## src/design/sgmc_pkg.sv

```systemverilog
package sgmc_pkg;

  // Event kinds carried on the input tuser
  typedef enum logic [1:0] {
    ACT_TICK = 2'd0,
    ACT_ECHO = 2'd1,
    ACT_CMD  = 2'd2,
    ACT_NONE = 2'd3
  } action_t;

  // Configuration register indexes
  localparam logic [1:0] REG_TRIGGER_PERIOD = 2'd0;
  localparam logic [1:0] REG_STOP_DISTANCE  = 2'd1;
  localparam logic [1:0] REG_BLINK_SCALE    = 2'd2;

  // Configuration reset values
  localparam logic [15:0] TRIGGER_PERIOD_RST = 16'd3390;
  localparam logic [15:0] STOP_DISTANCE_RST  = 16'd10;
  localparam logic [7:0]  BLINK_SCALE_RST    = 8'd90;

  // Command characters
  localparam logic [7:0] CMD_FWD   = 8'h77;
  localparam logic [7:0] CMD_BACK  = 8'h73;
  localparam logic [7:0] CMD_LEFT  = 8'h61;
  localparam logic [7:0] CMD_RIGHT = 8'h64;
  localparam logic [7:0] CMD_STOP  = 8'h71;
  localparam logic [7:0] CMD_SP60  = 8'h36;
  localparam logic [7:0] CMD_SP80  = 8'h38;
  localparam logic [7:0] CMD_SP100 = 8'h30;

  // H-bridge patterns
  localparam logic [3:0] DRIVE_FWD   = 4'd5;
  localparam logic [3:0] DRIVE_BACK  = 4'd10;
  localparam logic [3:0] DRIVE_LEFT  = 4'd9;
  localparam logic [3:0] DRIVE_RIGHT = 4'd6;
  localparam logic [3:0] DRIVE_STOP  = 4'd0;

  // PWM compare values
  localparam logic [7:0] DUTY_60  = 8'h99;
  localparam logic [7:0] DUTY_80  = 8'hCC;
  localparam logic [7:0] DUTY_100 = 8'hFF;

  // Saturation limits
  localparam logic [15:0] ECHO_MAX  = 16'hFFFF;
  localparam logic [23:0] BLINK_MAX = 24'hFF_FFFF;

  // One result beat
  typedef struct packed {
    logic        obstacle;
    logic [15:0] distance;
    logic        led;
    logic [7:0]  duty_compare;
    logic [3:0]  motor_drive;
    logic        trigger;
  } result_t;

  localparam int RESULT_W = $bits(result_t);
  localparam int OUT_DATA_W = 32;

endpackage

```

## src/design/sgmc_core.sv

```systemverilog
module sgmc_core (
  input  logic                    clk,
  input  logic                    rst,
  input  logic                    cfg_we,
  input  logic [1:0]              cfg_index,
  input  logic [15:0]             cfg_data,
  input  logic                    in_fire,
  input  sgmc_pkg::action_t       action,
  input  logic                    echo_level,
  input  logic [7:0]              cmd_byte,
  output sgmc_pkg::result_t       result
);
  import sgmc_pkg::*;

  logic [15:0] trigger_period;
  logic [15:0] stop_distance;
  logic [7:0]  blink_scale;

  logic [15:0] trigger_count, trigger_count_next;
  logic        trigger_reg, trigger_reg_next;
  logic [15:0] echo_count, echo_count_next;
  logic        measuring, measuring_next;
  logic [15:0] range_value, range_value_next;
  logic [7:0]  command_reg, command_reg_next;
  logic [3:0]  drive_reg, drive_reg_next;
  logic [7:0]  duty_reg, duty_reg_next;
  logic [23:0] blink_count, blink_count_next;
  logic        led_reg, led_reg_next;

  logic [15:0] trigger_inc;
  logic [23:0] blink_mid;
  logic [23:0] blink_limit;

  // Hold configuration registers
  always_ff @(posedge clk) begin
    if (rst) begin
      trigger_period <= TRIGGER_PERIOD_RST;
      stop_distance  <= STOP_DISTANCE_RST;
      blink_scale    <= BLINK_SCALE_RST;
    end else if (cfg_we) begin
      case (cfg_index)
        REG_TRIGGER_PERIOD: trigger_period <= cfg_data;
        REG_STOP_DISTANCE:  stop_distance  <= cfg_data;
        REG_BLINK_SCALE:    blink_scale    <= cfg_data[7:0];
        default: ;
      endcase
    end
  end

  // Apply the event of this beat
  always_comb begin
    trigger_inc        = trigger_count + 16'd1;
    trigger_count_next = trigger_count;
    trigger_reg_next   = trigger_reg;
    echo_count_next    = echo_count;
    measuring_next     = measuring;
    range_value_next   = range_value;
    command_reg_next   = command_reg;
    blink_mid          = blink_count;
    case (action)
      ACT_TICK: begin
        if (trigger_inc >= trigger_period) begin
          trigger_count_next = '0;
          trigger_reg_next   = 1'b1;
        end else begin
          trigger_count_next = trigger_inc;
          trigger_reg_next   = 1'b0;
        end
        if (measuring && echo_count != ECHO_MAX) begin
          echo_count_next = echo_count + 16'd1;
        end
        if (blink_count != BLINK_MAX) begin
          blink_mid = blink_count + 24'd1;
        end
      end
      ACT_ECHO: begin
        if (echo_level) begin
          echo_count_next = '0;
          measuring_next  = 1'b1;
        end else begin
          range_value_next = echo_count;
          measuring_next   = 1'b0;
        end
      end
      ACT_CMD: begin
        command_reg_next = cmd_byte;
      end
      default: ;
    endcase
  end

  // Toggle the LED once the blink count reaches distance times scale
  assign blink_limit = {8'd0, range_value_next} * {16'd0, blink_scale};

  always_comb begin
    if (blink_mid >= blink_limit) begin
      blink_count_next = '0;
      led_reg_next     = ~led_reg;
    end else begin
      blink_count_next = blink_mid;
      led_reg_next     = led_reg;
    end
  end

  // Select the bridge pattern and duty from the held command
  always_comb begin
    drive_reg_next = drive_reg;
    duty_reg_next  = duty_reg;
    case (command_reg_next)
      CMD_FWD:   drive_reg_next = (range_value_next >= stop_distance) ? DRIVE_FWD : DRIVE_STOP;
      CMD_BACK:  drive_reg_next = DRIVE_BACK;
      CMD_LEFT:  drive_reg_next = DRIVE_LEFT;
      CMD_RIGHT: drive_reg_next = DRIVE_RIGHT;
      CMD_STOP:  drive_reg_next = DRIVE_STOP;
      CMD_SP60:  duty_reg_next  = DUTY_60;
      CMD_SP80:  duty_reg_next  = DUTY_80;
      CMD_SP100: duty_reg_next  = DUTY_100;
      default: ;
    endcase
  end

  // Advance state on each accepted beat
  always_ff @(posedge clk) begin
    if (rst) begin
      trigger_count <= '0;
      trigger_reg   <= 1'b0;
      echo_count    <= '0;
      measuring     <= 1'b0;
      range_value   <= '0;
      command_reg   <= CMD_STOP;
      drive_reg     <= DRIVE_STOP;
      duty_reg      <= DUTY_60;
      blink_count   <= '0;
      led_reg       <= 1'b0;
    end else if (in_fire) begin
      trigger_count <= trigger_count_next;
      trigger_reg   <= trigger_reg_next;
      echo_count    <= echo_count_next;
      measuring     <= measuring_next;
      range_value   <= range_value_next;
      command_reg   <= command_reg_next;
      drive_reg     <= drive_reg_next;
      duty_reg      <= duty_reg_next;
      blink_count   <= blink_count_next;
      led_reg       <= led_reg_next;
    end
  end

  // Result of this beat, taken from the updated state
  always_comb begin
    result.trigger      = trigger_reg_next;
    result.motor_drive  = drive_reg_next;
    result.duty_compare = duty_reg_next;
    result.led          = led_reg_next;
    result.distance     = range_value_next;
    result.obstacle     = (range_value_next < stop_distance);
  end

endmodule

```

## src/design/sgmc_skid.sv

```systemverilog
module sgmc_skid (
  input  logic              clk,
  input  logic              rst,
  input  logic              in_valid,
  output logic              in_ready,
  input  sgmc_pkg::result_t in_data,
  output logic              out_valid,
  input  logic              out_ready,
  output sgmc_pkg::result_t out_data
);
  import sgmc_pkg::*;

  logic    skid_valid;
  result_t skid_data;

  // Take a new beat whenever the spare slot is empty
  assign in_ready = ~skid_valid;

  // Output register with one spare slot behind it
  always_ff @(posedge clk) begin
    if (rst) begin
      out_valid  <= 1'b0;
      skid_valid <= 1'b0;
    end else if (out_ready || !out_valid) begin
      if (skid_valid) begin
        out_valid  <= 1'b1;
        skid_valid <= 1'b0;
      end else begin
        out_valid <= in_valid;
      end
    end else if (in_valid) begin
      skid_valid <= 1'b1;
    end
  end

  // Move payload without reset
  always_ff @(posedge clk) begin
    if (out_ready || !out_valid) begin
      out_data <= skid_valid ? skid_data : in_data;
    end
    if (!skid_valid) begin
      skid_data <= in_data;
    end
  end

endmodule

```

## src/design/sonar_guarded_motor_controller.sv

```systemverilog
// Sonar-guarded motor controller. Each input beat is one event (tuser: 0 timer
// tick, 1 echo edge, 2 command byte, 3 no event) and yields exactly one result
// beat carrying trigger level, H-bridge pattern, PWM compare, LED level,
// latched distance and obstacle flag. A beat is accepted every clock while the
// spare slot is empty; its result is registered at the output. Two result
// slots sit at the output, so the input stays ready while one result waits
// and stalls only once both are full. Throughput is one beat per cycle while
// the output is not stalled; the clock rate is set by the LED check, a 16x8
// multiply of distance by blink_scale feeding a 24-bit compare in the same
// cycle. Configuration writes (index 0 trigger_period, 1 stop_distance, 2
// blink_scale) belong to idle periods.
module sonar_guarded_motor_controller (
  input  logic        clk,
  input  logic        rst,
  input  logic        cfg_we,
  input  logic [1:0]  cfg_index,
  input  logic [15:0] cfg_data,
  input  logic        s_axis_tvalid,
  output logic        s_axis_tready,
  input  logic [15:0] s_axis_tdata,  // [0] echo_level, [8:1] cmd_byte, rest zero
  input  logic [1:0]  s_axis_tuser,  // [1:0] action
  output logic        m_axis_tvalid,
  input  logic        m_axis_tready,
  output logic [31:0] m_axis_tdata   // [0] trigger, [4:1] motor_drive,
                                     // [12:5] duty_compare, [13] led,
                                     // [29:14] distance, [30] obstacle, [31] zero
);
  import sgmc_pkg::*;

  logic    in_fire;
  result_t core_result;
  result_t out_result;

  assign in_fire = s_axis_tvalid & s_axis_tready;

  // Event state and result logic
  sgmc_core u_core (
    .clk        (clk),
    .rst        (rst),
    .cfg_we     (cfg_we),
    .cfg_index  (cfg_index),
    .cfg_data   (cfg_data),
    .in_fire    (in_fire),
    .action     (action_t'(s_axis_tuser)),
    .echo_level (s_axis_tdata[0]),
    .cmd_byte   (s_axis_tdata[8:1]),
    .result     (core_result)
  );

  // Output buffering
  sgmc_skid u_skid (
    .clk       (clk),
    .rst       (rst),
    .in_valid  (s_axis_tvalid),
    .in_ready  (s_axis_tready),
    .in_data   (core_result),
    .out_valid (m_axis_tvalid),
    .out_ready (m_axis_tready),
    .out_data  (out_result)
  );

  assign m_axis_tdata = {{(OUT_DATA_W - RESULT_W){1'b0}}, out_result};

endmodule

```

## config.mk

```make
export PLATFORM = sky130hd
export DESIGN_NAME = sonar_guarded_motor_controller
export DESIGN_NICKNAME = d
export VERILOG_FILES = /design/src/design/sgmc_pkg.sv /design/src/design/sgmc_core.sv /design/src/design/sgmc_skid.sv /design/src/design/sonar_guarded_motor_controller.sv
export SDC_FILE = /design/constraint.sdc
export NUM_CORES = 1
export LEC_CHECK = 0
export ABC_AREA = 1
export ABC_CLOCK_PERIOD_IN_PS = 16400
export BUFFER_PORTS_ARGS = -buffer_cell sky130_fd_sc_hd__buf_2
export CAP_MARGIN = 20
export CORE_MARGIN = 5
export CORE_UTILIZATION = 34
export CTS_BUF_LIST = sky130_fd_sc_hd__clkbuf_4 sky130_fd_sc_hd__clkbuf_8 sky130_fd_sc_hd__clkbuf_16
export CTS_CLUSTER_DIAMETER = 80
export DETAILED_ROUTE_END_ITERATION = 10
export GPL_ROUTABILITY_DRIVEN = 0
export GPL_TIMING_DRIVEN = 0
export PLACE_DENSITY = 0.5
export SLEW_MARGIN = 20
export SYNTH_ARGS = -nofsm -noshare
export SYNTH_HDL_FRONTEND = slang
export SYNTH_SLANG_ARGS = --single-unit
```

## constraint.sdc

```tcl
create_clock -name clk -period 16.4 [get_ports clk]
set_clock_uncertainty 0.05 [all_clocks]
set_input_delay 3.28 -clock clk [delete_from_list [all_inputs] [get_ports clk]]
set_output_delay 3.28 -clock clk [all_outputs]
set_load 0.005 [all_outputs]
```

==> metrics, run 1 <==
number of fillers in the final layout 4567; yosys warns 0; mapped cell area 14600 sq um; Largest regs u_skid.out_data x31, u_skid.skid_data x31, u_core.blink_count x24; Critical Path Start Type primary input; Worst EP required 16750 ps; all-layer global routing usage 0.183; antenna cell count 0; DRT iter0 DRCs 899; final WL 42.4 mm; I/O Buffers 65; status completed; Die X 217 um; HP Class flop to flop; kind of end point of the critical path flop; detailed placement HPWL 34.0 mm; Mapped Cells 1993; H-Tree Depth 4; critical path's slowest cell fa_1; CTS tree yes; drt wl/cell 16.1 um; Post-CTS Repair Setup Buffers 0; layout cell share with drive strength beyond 1 0.0880; synth unique cells 44; crit path DAT 10500 ps; CTS clk-pin slew, worst paths 80 ps; setup TNS 0 ps; Mapped Nets 2221; largest net degree at the start of global routing 34; Core Region 42800 sq um; Clock Sinks 199; Power Density 107 nW/um^2; final setup vio count 0; Final min period 10150 ps; antenna-violating nets left 0; drt first pass iters 5; TritonCTS Buffers 17; Yosys top cell by area dfxtp_1; Die Span Y 217 um; row count 76; worst-path maximum fanout 10; measured slew at the worst slew-check pin 876 ps; antenna violations before repair 0; Slew headroom 0.416; RSZ-0062 raised after global routing no; first-pass GRT wire length 68.2 mm; Via Count 12862; post_cts resized 0; final hold viol count 0; Syn-to-layout area delta 11.1%; WS Path Type primary input to flop; I/O pin count 75; fin crit share 0.619; Area contributors post-synth dfxtp_1, fa_1, nand2_1; slowest stage delay, CP 550 ps; total leakage power 7.78 nW; number of global-route vias before repair 12513; fin. max-slew vios 0; grt total ovfl 0; design area 16200 sq um; final net count 2305; Area after DPL 15600 sq um; clk buf depth 2; post-synthesis sequential area ratio 0.294; Clock Latency Late Sink 480 ps; Max Clock Freq 98.5 MHz; maxcap violations 0; Max VDD drop 0.0000763 V; Yosys reg bits 199; die footprint 47200 sq um; DR vias/cell 4.88; Clk Tree Root Cell clkbuf_16; Avg Cell Area, Syn 7.32 sq um; CP most frequent cell nand2_1; hold buffers post-CTS 0; Initial Util 0.341; post-route DRC violation count 0; post-synth top area share 0.230
==> worst paths after layout <==
path / startpoint / endpoint / slack (ps) / cells after the start
max: s_axis_tuser[0] / u_core.blink_count[0] / 6250 / 36
min: u_core.duty_reg[3] / u_core.duty_reg[3] / 400 / 2
max reg2reg: u_core.blink_scale[7] / u_core.blink_count[0] / 9430 / 27
min reg2reg: u_core.duty_reg[3] / u_core.duty_reg[3] / 400 / 2
==> per-stage QoR <==
stage | setup WS, ps | std cells | total power, W | hold WS [ps] | util
2_1_floorplan | 7210 | 1993 | 0.00108 | 365 | -
3_3_place_gp | 5710 | 2604 | 0.00128 | 377 | 0.365
3_5_place_dp | 5710 | 2604 | 0.00129 | 384 | 0.365
4_1_cts | 6200 | 2636 | 0.00175 | 403 | 0.379
5_1_grt | 5540 | 2636 | 0.00188 | 420 | 0.379
6_report | 6250 | 2636 | 0.00173 | 399 | 0.379
==> worst max-delay path, delay by kind of cell <==
family	cells	cell delay (ps)
adder cells (fa/ha/maj)	6	2710
AND/OR/NAND/NOR	13	1630
AO/OA/AOI/OAI	6	1560
buffers and inverters	10	1040
XOR/XNOR	1	280
==> cells by family after synthesis <==
logic type,count (synthesis),share of synthesized area
fa+ha+maj,187,0.203
buf+inv,396,0.105
flops,199,0.294
simple gates,831,0.234
xor+xnor,62,0.0372
other cells,1,0.000257
compound gates,317,0.125
==> Yosys cell counts (all sizes together) <==
cell type,count
nand2,446
xor2,45
buf,21
nand3,85
ha,103
dfxtp,168
nand4,25
and2,1
or2,2
clkbuf,44
nor2,246
o21ai,127
a21boi,2
fa,84
edfxtp,31
o211ai,17
xnor2,17
nor3,19
clkinv,3
nor4,4
o22ai,2
a211oi,1
o21bai,2
nand3b,2
a21o,5
inv,328
nor3b,1
o21a,3
a21oi,153
conb,1
a31oi,5
==> area by class of cell <==
cell class | instances | area [sq um] | area share
repair buffers | 65 | 325 | 0.0201
plain buffers | 65 | 294 | 0.0181
multi-input cells | 1398 | 8770 | 0.541
well taps | 546 | 683 | 0.0421
clock inverters | 15 | 183 | 0.0113
flip-flops and latches | 199 | 4290 | 0.265
inverters | 331 | 1240 | 0.0766
clock buffers | 17 | 425 | 0.0262
==> layout by cell type, fill, tap and decap left out, types with 3 or more instances in the layout <==
cell type	instances
a21o_1	5
a21oi_1	153
a31oi_1	5
buf_1	6
buf_2	72
buf_4	5
buf_6	3
clkbuf_1	44
clkbuf_16	17
clkinv_1	4
dfxtp_1	168
edfxtp_1	31
fa_1	84
ha_1	103
inv_1	291
inv_2	37
inv_6	3
inv_8	5
nand2_1	439
nand2_2	6
nand3_1	85
nand4_1	24
nor2_1	237
nor2_2	7
nor3_1	16
nor4_1	4
o211ai_1	17
o21a_1	3
o21ai_0	78
o21ai_1	35
o21ai_4	14
xnor2_1	17
xor2_1	45
==> per-layer routing <==
layer / vias up / track usage / part of all wire / wire length, um
li1: 6464 / - / - / -
met1: 6091 / 0.257 / 0.49 / 20700
met2: 264 / 0.290 / 0.44 / 18800
met3: 43 / 0.0346 / 0.049 / 2100
met4: 0 / 0.0522 / 0.020 / 830
met5: - / 0 / 0 / 0
==> power breakdown <==
| group | leakage (nW) | internal, W | switching [W] |
|---|---|---|---|
| combinational | 5.78 | 0.000253 | 0.000477 |
| sequential | 1.71 | 0.000533 | 0.0000175 |
| clock | 0.294 | 0.000232 | 0.000218 |
| total | 7.78 | 0.00102 | 0.000713 |
Power figures use the tool's default switching activity.
==> inputs of run 2 (changes only) <==
- ABC_AREA: 1 -> 0
- ABC_CLOCK_PERIOD_IN_PS: 16400 -> 10300
- clock period: 16.4 -> 10.3 ns (I/O delays scaled with it)
==> run 2 against run 1 <==
Non-clock buffer count grew 12. Register-to-register slack lost 6900 ps. Die area shrank 4.0%. Combinational power shrank 59%. Sequential power grew 51%. Critical path depth shrank 6. First-iteration DRC count shrank 38%. Synthesized cell count shrank 20%. Critical path type unchanged.
==> metrics, run 2 <==
DR vias/cell 5.01 (was 4.88); final hold viol count 0 (unchanged); layout cell share with drive strength beyond 1 0.112 (was 0.0880); CP most frequent cell fa_1 (was nand2_1); Clk Tree Root Cell clkbuf_16 (unchanged); Max VDD drop 0.000111 V (was 0.0000763 V); HP Class flop to flop (unchanged); post-route DRC violation count 0 (unchanged); Avg Cell Area, Syn 8.81 sq um (was 7.32 sq um); final WL 37.4 mm (was 42.4 mm); status completed (unchanged); final setup vio count 0 (unchanged); clk buf depth 2 (unchanged); dominant synthesized flop cell dfxtp_1 (unchanged); Clock Sinks 199 (unchanged); drt wl/cell 16.8 um (was 16.1 um); Mapped Cells 1588 (was 1993); R2R Setup Slk 2500 ps (was 9430 ps); maxcap violations 0 (unchanged); fin. max-slew vios 0 (unchanged); most common cell after layout, fill and taps aside nand2_1 (unchanged); WHS Path Cells 2 (unchanged); FF-to-FF Start u_core.echo_count[4] (was u_core.blink_scale[7]); crit-path leading delay family adder cells (unchanged); synth cell count leaders nand2_1, dfxtp_1, inv_1, ha_1, a21oi_1 (was nand2_1, inv_1, nor2_1, dfxtp_1, a21oi_1); antenna violations before repair 0 (unchanged); first-pass GRT wire length 60.3 mm (was 68.2 mm); Area contributors post-synth dfxtp_1, fa_1, ha_1 (was dfxtp_1, fa_1, nand2_1); RSZ-0062 raised after global routing no (unchanged); crit path DAT 10020 ps (was 10500 ps); I/O pin count 75 (unchanged); slowest stage delay, CP 550 ps (about the same); measured slew at the worst slew-check pin 1010 ps (was 876 ps); Die Span Y 213 um (was 217 um); top-count cell post-synth nand2_1 (unchanged); yosys warns 0 (unchanged); Syn-to-layout area delta 11.9% (was 11.1%); Worst EP required 10440 ps (was 16750 ps); setup TNS 0 ps (unchanged); post-synth top area share 0.240 (was 0.230); Worst Hold End u_skid.skid_data[12] (was u_core.duty_reg[3]); most frequent cells in the layout nand2_1, dfxtp_1, inv_1 (was nand2_1, inv_1, nor2_1); post-synthesis sequential area ratio 0.307 (was 0.294); Final min period 9880 ps; Pwr Total 0.00184 W (was 0.00173 W); Yosys top cell by area dfxtp_1 (unchanged); critical path buffer and inverter count 7 (was 10); number of fillers in the final layout 4212 (was 4567); Slew headroom 0.322 (was 0.416); Max Clock Freq 101 MHz; die footprint 45300 sq um (was 47200 sq um); fin crit share 0.960; row count 74 (was 76); CTS clk-pin slew, worst paths 80 ps (about the same); Async SR Flop Fraction 0 (unchanged); worst-path maximum fanout 10 (unchanged); Post-synth EDFFs 31 (unchanged); R2R Path End u_skid.out_data[13] (was u_core.blink_count[0]); antenna-violating nets left 0 (unchanged); number of global-route vias before repair 11088 (was 12513); antenna cell count 0 (unchanged); Power Density 118 nW/um^2 (was 107 nW/um^2); TritonCTS Buffers 17 (unchanged); Critical Path Start Type primary input (unchanged); Core Region 40700 sq um (was 42800 sq um); Largest regs u_skid.out_data x31, u_skid.skid_data x31, u_core.blink_count x24 (unchanged); largest net degree at the start of global routing 20 (was 34); hold buffers post-CTS 0 (unchanged); critical path's slowest cell fa_1 (unchanged); Yosys reg bits 199 (unchanged); CTS tree yes (unchanged); final net count 1903 (was 2305); Mapped Nets 1816 (was 2221); all-layer global routing usage 0.169 (was 0.183); Via Count 11132 (was 12862); detailed placement HPWL 29.4 mm (was 34.0 mm); I/O Buffers 65 (unchanged); mapped cell area 14000 sq um (was 14600 sq um); hold slack 397 ps (was 399 ps); H-Tree Depth 4 (unchanged); kind of end point of the critical path flop (unchanged); Die X 213 um (was 217 um); synth unique cells 81 (was 44); WS Path Type primary input to flop (unchanged); Clock Latency Late Sink 460 ps (was 480 ps); DRT iter0 DRCs 554 (was 899); total leakage power 6.96 nW (was 7.78 nW); Initial Util 0.343 (was 0.341); drt first pass iters 5 (unchanged); HP Start u_skid.skid_data[12] (was u_core.duty_reg[3]); grt total ovfl 0 (unchanged); worst reg2reg path depth 26 (was 27)
==> run 2: cell count changes in the layout (fill, tap and decap cells not counted), sizes merged, moves of 13 or more <==
cell and change:
nor3 +13, nor2b +42, xor2 -22, nand2b +15, and2 +75, nand2 -241, a21oi -52, xnor2 +16
inv -171, o21ai -68, mux2 +29, nand3 -49, nor2 -156, mux2i +18
==> run 2: through the flow <==
stage,worst slack (ps),util,instances,instance area [sq um]
2_1_floorplan,1030,-,1588,14000
3_3_place_gp,-993,0.368,2185,15000
3_5_place_dp,-965,0.368,2186,15000
4_1_cts,88.8,0.384,2218,15600
5_1_grt,34.5,0.384,2220,15700
6_report,417,0.384,2220,15700
==> run 2: layout make-up <==
type                    count  area, sq um  share of cell area
clock inverters            14          158              0.0101
repair buffers             68          368              0.0235
multi-input cells        1156         8800               0.562
flip-flops and latches    199         4290               0.274
inverters                 159          597              0.0381
clock buffers              18          450              0.0288
plain buffers              74          323              0.0206
well taps                 532          666              0.0425
==> run 2: power by group <==
part           switching, W  internal, W  leakage (nW)
Combinational      0.000185     0.000114          4.96
Clock              0.000348     0.000360         0.298
Sequential        0.0000144     0.000820          1.70
==> run 2: kinds of logic (layout without fill, tap and decap cells) <==
kind of cell               Yosys count  after routing  synth area share
muxes                               47             47            0.0365
xor gates and xnor gates            56             56            0.0351
other                                1              1          0.000268
adders and majority gates          187            187             0.212
DFF                                199            199             0.307
and+or+nand+nor                    597            597             0.224
AOI/OAI and AO/OA                  268            268             0.119
buffers and inverters              233            333            0.0654
==> run 2: worst max-delay path by stage <==
stage	from	endpoint	slack, ps	cells after the start
detailed placement	s_axis_tuser[0]	u_core.blink_count[1]	-960	31
floorplan	s_axis_tuser[1]	u_core.blink_count[1]	1030	30
CTS	s_axis_tuser[0]	u_skid.out_data[13]	90	30
global placement	s_axis_tuser[0]	u_core.blink_count[1]	-990	31
global route	s_axis_tuser[0]	u_core.blink_count[13]	30	31
finish	s_axis_tuser[0]	u_skid.out_data[13]	420	30
==> run 2: worst register-to-register path, stage by stage (launching register included) <==
cell	delay, ps
dfxtp_1	430
mux2_2	210
clkbuf_1	460
nand2_1	170
fa_1	510
fa_1	490
inv_1	60
fa_1	550
inv_1	70
fa_1	540
inv_1	50
ha_1	350
nand3_1	110
o211ai_1	120
o41a_1	410
o211ai_1	310
a21boi_0	200
o41a_1	410
xnor2_1	180
ha_1	340
nand4_1	80
nor4b_1	400
nand3_1	140
o21ai_2	270
or2_2	220
xnor2_1	240
o21ai_0	160
==> run 2: routing by layer <==
metal,track usage,share of wire,up-vias,wire (um)
li1,-,-,5510,-
met1,0.243,0.49,5426,18200
met2,0.271,0.46,167,17200
met3,0.0267,0.040,29,1510
met4,0.0362,0.012,0,452
met5,0,0,-,0
==> run 2: what timing repair did <==
action                                 CTS  global route
endpoints found under the hold margin    0             0
resized for setup                        3             4
setup endpoints to repair               26            27
setup buffers                            0             2
==> inputs of run 3 (changes only) <==
- SYNTH_HIERARCHICAL: unset -> 1
==> run 3 against run 2 <==
Synthesized cell count fell by 2.5%. Sequential share of layout area is 0.44 points lower. Global-route usage up 0.29 points. First-iteration DRC count increased by 14%. Cell count down 1.2%. Die area barely moved. Worst setup slack gained 20 ps. Critical endpoint is now u_skid/out_data[13]. Largest cell class unchanged. Largest power group unchanged.
==> metrics, run 3 <==
Critical Path Start Type primary input (unchanged); dominant synthesized flop cell dfxtp_1 (unchanged); all-layer global routing usage 0.172 (was 0.169); die footprint 45300 sq um (about the same); CP most frequent cell fa_1 (unchanged); post-route DRC violation count 0 (unchanged); post-synth top area share 0.241 (was 0.240); antenna-violating nets left 0 (unchanged); Largest regs u_skid/out_data x31, u_skid/skid_data x31, u_core/blink_count x24 (was u_skid.out_data x31, u_skid.skid_data x31, u_core.blink_count x24); I/O pin count 75 (unchanged); hold slack 397 ps (about the same); final net count 1876 (was 1903); slowest stage delay, CP 590 ps (was 550 ps); Worst EP required 10460 ps (was 10440 ps); Yosys reg bits 199 (unchanged); Max VDD drop 0.000111 V (about the same); Clock Sinks 199 (unchanged); final WL 38.6 mm (was 37.4 mm); measured slew at the worst slew-check pin 1010 ps (about the same); crit-path leading delay family adder cells (unchanged); antenna violations before repair 0 (unchanged); Power Density 104 nW/um^2 (was 118 nW/um^2); Async SR Flop Fraction 0 (unchanged); Area contributors post-synth dfxtp_1, fa_1, ha_1 (unchanged); crit path DAT 10020 ps (about the same); Syn-to-layout area delta 13.8% (was 11.9%); row count 74 (unchanged); top-count cell post-synth nand2_1 (unchanged); hold buffers post-CTS 0 (unchanged); mapped cell area 14000 sq um (about the same); RSZ-0062 raised after global routing no (unchanged); Area after DPL 15000 sq um (about the same); number of fillers in the final layout 4167 (was 4212); DRT iter0 DRCs 629 (was 554); Pwr Total 0.00166 W (was 0.00184 W); antenna cell count 0 (unchanged); layout cell share with drive strength beyond 1 0.120 (was 0.112); Initial Util 0.343 (about the same); post-route core utilization 0.390 (was 0.384); Clk Tree Root Cell clkbuf_16 (unchanged); first-pass GRT wire length 60.7 mm (was 60.3 mm); CTS tree yes (unchanged); grt total ovfl 0 (unchanged); synth cell count leaders nand2_1, dfxtp_1, inv_1, a21oi_1, ha_1 (was nand2_1, dfxtp_1, inv_1, ha_1, a21oi_1); final setup vio count 0 (unchanged); post-synthesis sequential area ratio 0.307 (about the same); H-Tree Depth 4 (unchanged); Slew headroom 0.328 (was 0.322); fin crit share 0.958 (was 0.960); HP Class flop to flop (unchanged); WS Path Type primary input to flop (unchanged); Die Span Y 213 um (about the same); most common cell after layout, fill and taps aside nand2_1 (unchanged); I/O Buffers 65 (unchanged); critical path's slowest cell mux2i_2 (was fa_1); Die X 213 um (about the same); fin. max-slew vios 0 (unchanged); largest net degree at the start of global routing 23 (was 20); Mapped Cells 1548 (was 1588); multi-input gate area in the final layout 8970 sq um (was 8800 sq um); drt wl/cell 17.6 um (was 16.8 um); total leakage power 7.09 nW (was 6.96 nW); design area 15900 sq um (was 15700 sq um); detailed placement HPWL 30.3 mm (was 29.4 mm); Post-synth EDFFs 31 (unchanged); Mapped Nets 1776 (was 1816); Clock Latency Late Sink 470 ps (was 460 ps); synth unique cells 74 (was 81); status completed (unchanged); worst-path maximum fanout 9 (was 10); Max Clock Freq 101 MHz (about the same); clk buf depth 2 (unchanged); CTS clk-pin slew, worst paths 70 ps (was 80 ps); Register Area 4290 sq um (unchanged); number of global-route vias before repair 10942 (was 11088); Final min period 9860 ps (was 9880 ps); maxcap violations 0 (unchanged); Core Region 40700 sq um (unchanged); final hold viol count 0 (unchanged); kind of end point of the critical path flop (unchanged); critical path buffer and inverter count 5 (was 7); setup TNS 0 ps (unchanged); DR vias/cell 5.03 (was 5.01); yosys warns 6 (was 0); TritonCTS Buffers 17 (unchanged); Via Count 11032 (was 11132); drt first pass iters 5 (unchanged); most frequent cells in the layout nand2_1, dfxtp_1, inv_1 (unchanged); Avg Cell Area, Syn 9.03 sq um (was 8.81 sq um); Yosys top cell by area dfxtp_1 (unchanged)
-- run 3: metrics by stage --
step | cells | setup WS (ps)
after floorplan | 1548 | 663
after global placement | 2145 | -1800
after detailed placement | 2147 | -1840
after CTS | 2180 | 49.5
after global routing | 2193 | 26.1
final | 2193 | 437
-- run 3: cell type report --
| class | instances | area share |
|---|---|---|
| inverter | 151 | 0.0356 |
| multi-input combinational | 1141 | 0.564 |
| buffer | 57 | 0.0191 |
| clock inverter | 10 | 0.00637 |
| tap | 532 | 0.0418 |
| sequential | 199 | 0.270 |
| timing repair buffer | 81 | 0.0303 |
| clock buffer | 22 | 0.0332 |
-- run 3: cell families (layout without fill, tap and decap cells) --
group,after synthesis,count (layout),synth area share
mux,66,66,0.0582
flops,199,199,0.307
compound gates,262,262,0.118
other cells,1,1,0.000268
buf+inv,208,321,0.0616
xor+xnor,58,58,0.0363
fa+ha+maj,187,187,0.213
simple gates,567,567,0.206
-- run 3: metal layers --
layer,vias up,global-route usage,part of all wire
met4,0,0.0614,0.027
li1,5424,-,-
met5,-,0,0
met3,50,0.0284,0.039
met2,195,0.275,0.46
met1,5363,0.237,0.48
-- run 3: repair_timing --
item	in CTS	in global routing
endpoints found under the setup margin	27	25
pin swaps	0	2
resized for setup	17	13
setup buffers	1	13
gates cloned	0	0
-- run 3: worst reg2reg max path, cell delays in order, from the launching register on --
cell and delay [ps]:
dfxtp_1 540, clkbuf_1 490, nor2b_1 270, fa_1 450, fa_1 540, fa_1 570
inv_1 60, fa_1 570, inv_1 50, ha_1 370, a21oi_1 200, o21ai_0 160
o21ai_0 200, o31ai_1 160, o31a_1 300, a311o_1 360, a21oi_1 170, xor2_1 100
ha_1 290, nand4_1 260, nor4_4 370, o211ai_1 140, o2bb2ai_2 230, nor2_1 180
xnor2_1 160, buf_4 140, mux2_4 260
-- run 3: final timing paths --
path / cells past startpoint / startpoint / end / slack [ps]
min: 1 / u_core/duty_reg[7] / u_core/duty_reg[7] / 400
max reg2reg: 26 / u_core/blink_scale[7] / u_skid/out_data[13] / 2410
max: 30 / s_axis_tuser[0] / u_skid/out_data[13] / 440
min reg2reg: 1 / u_core/duty_reg[7] / u_core/duty_reg[7] / 400
-- run 3: report_power, final --
group          switching [W]  internal (W)  total (W)
clock network       0.000315      0.000394   0.000708
registers          0.0000110      0.000810   0.000821
logic              0.0000799     0.0000491   0.000129
total               0.000405       0.00125    0.00166
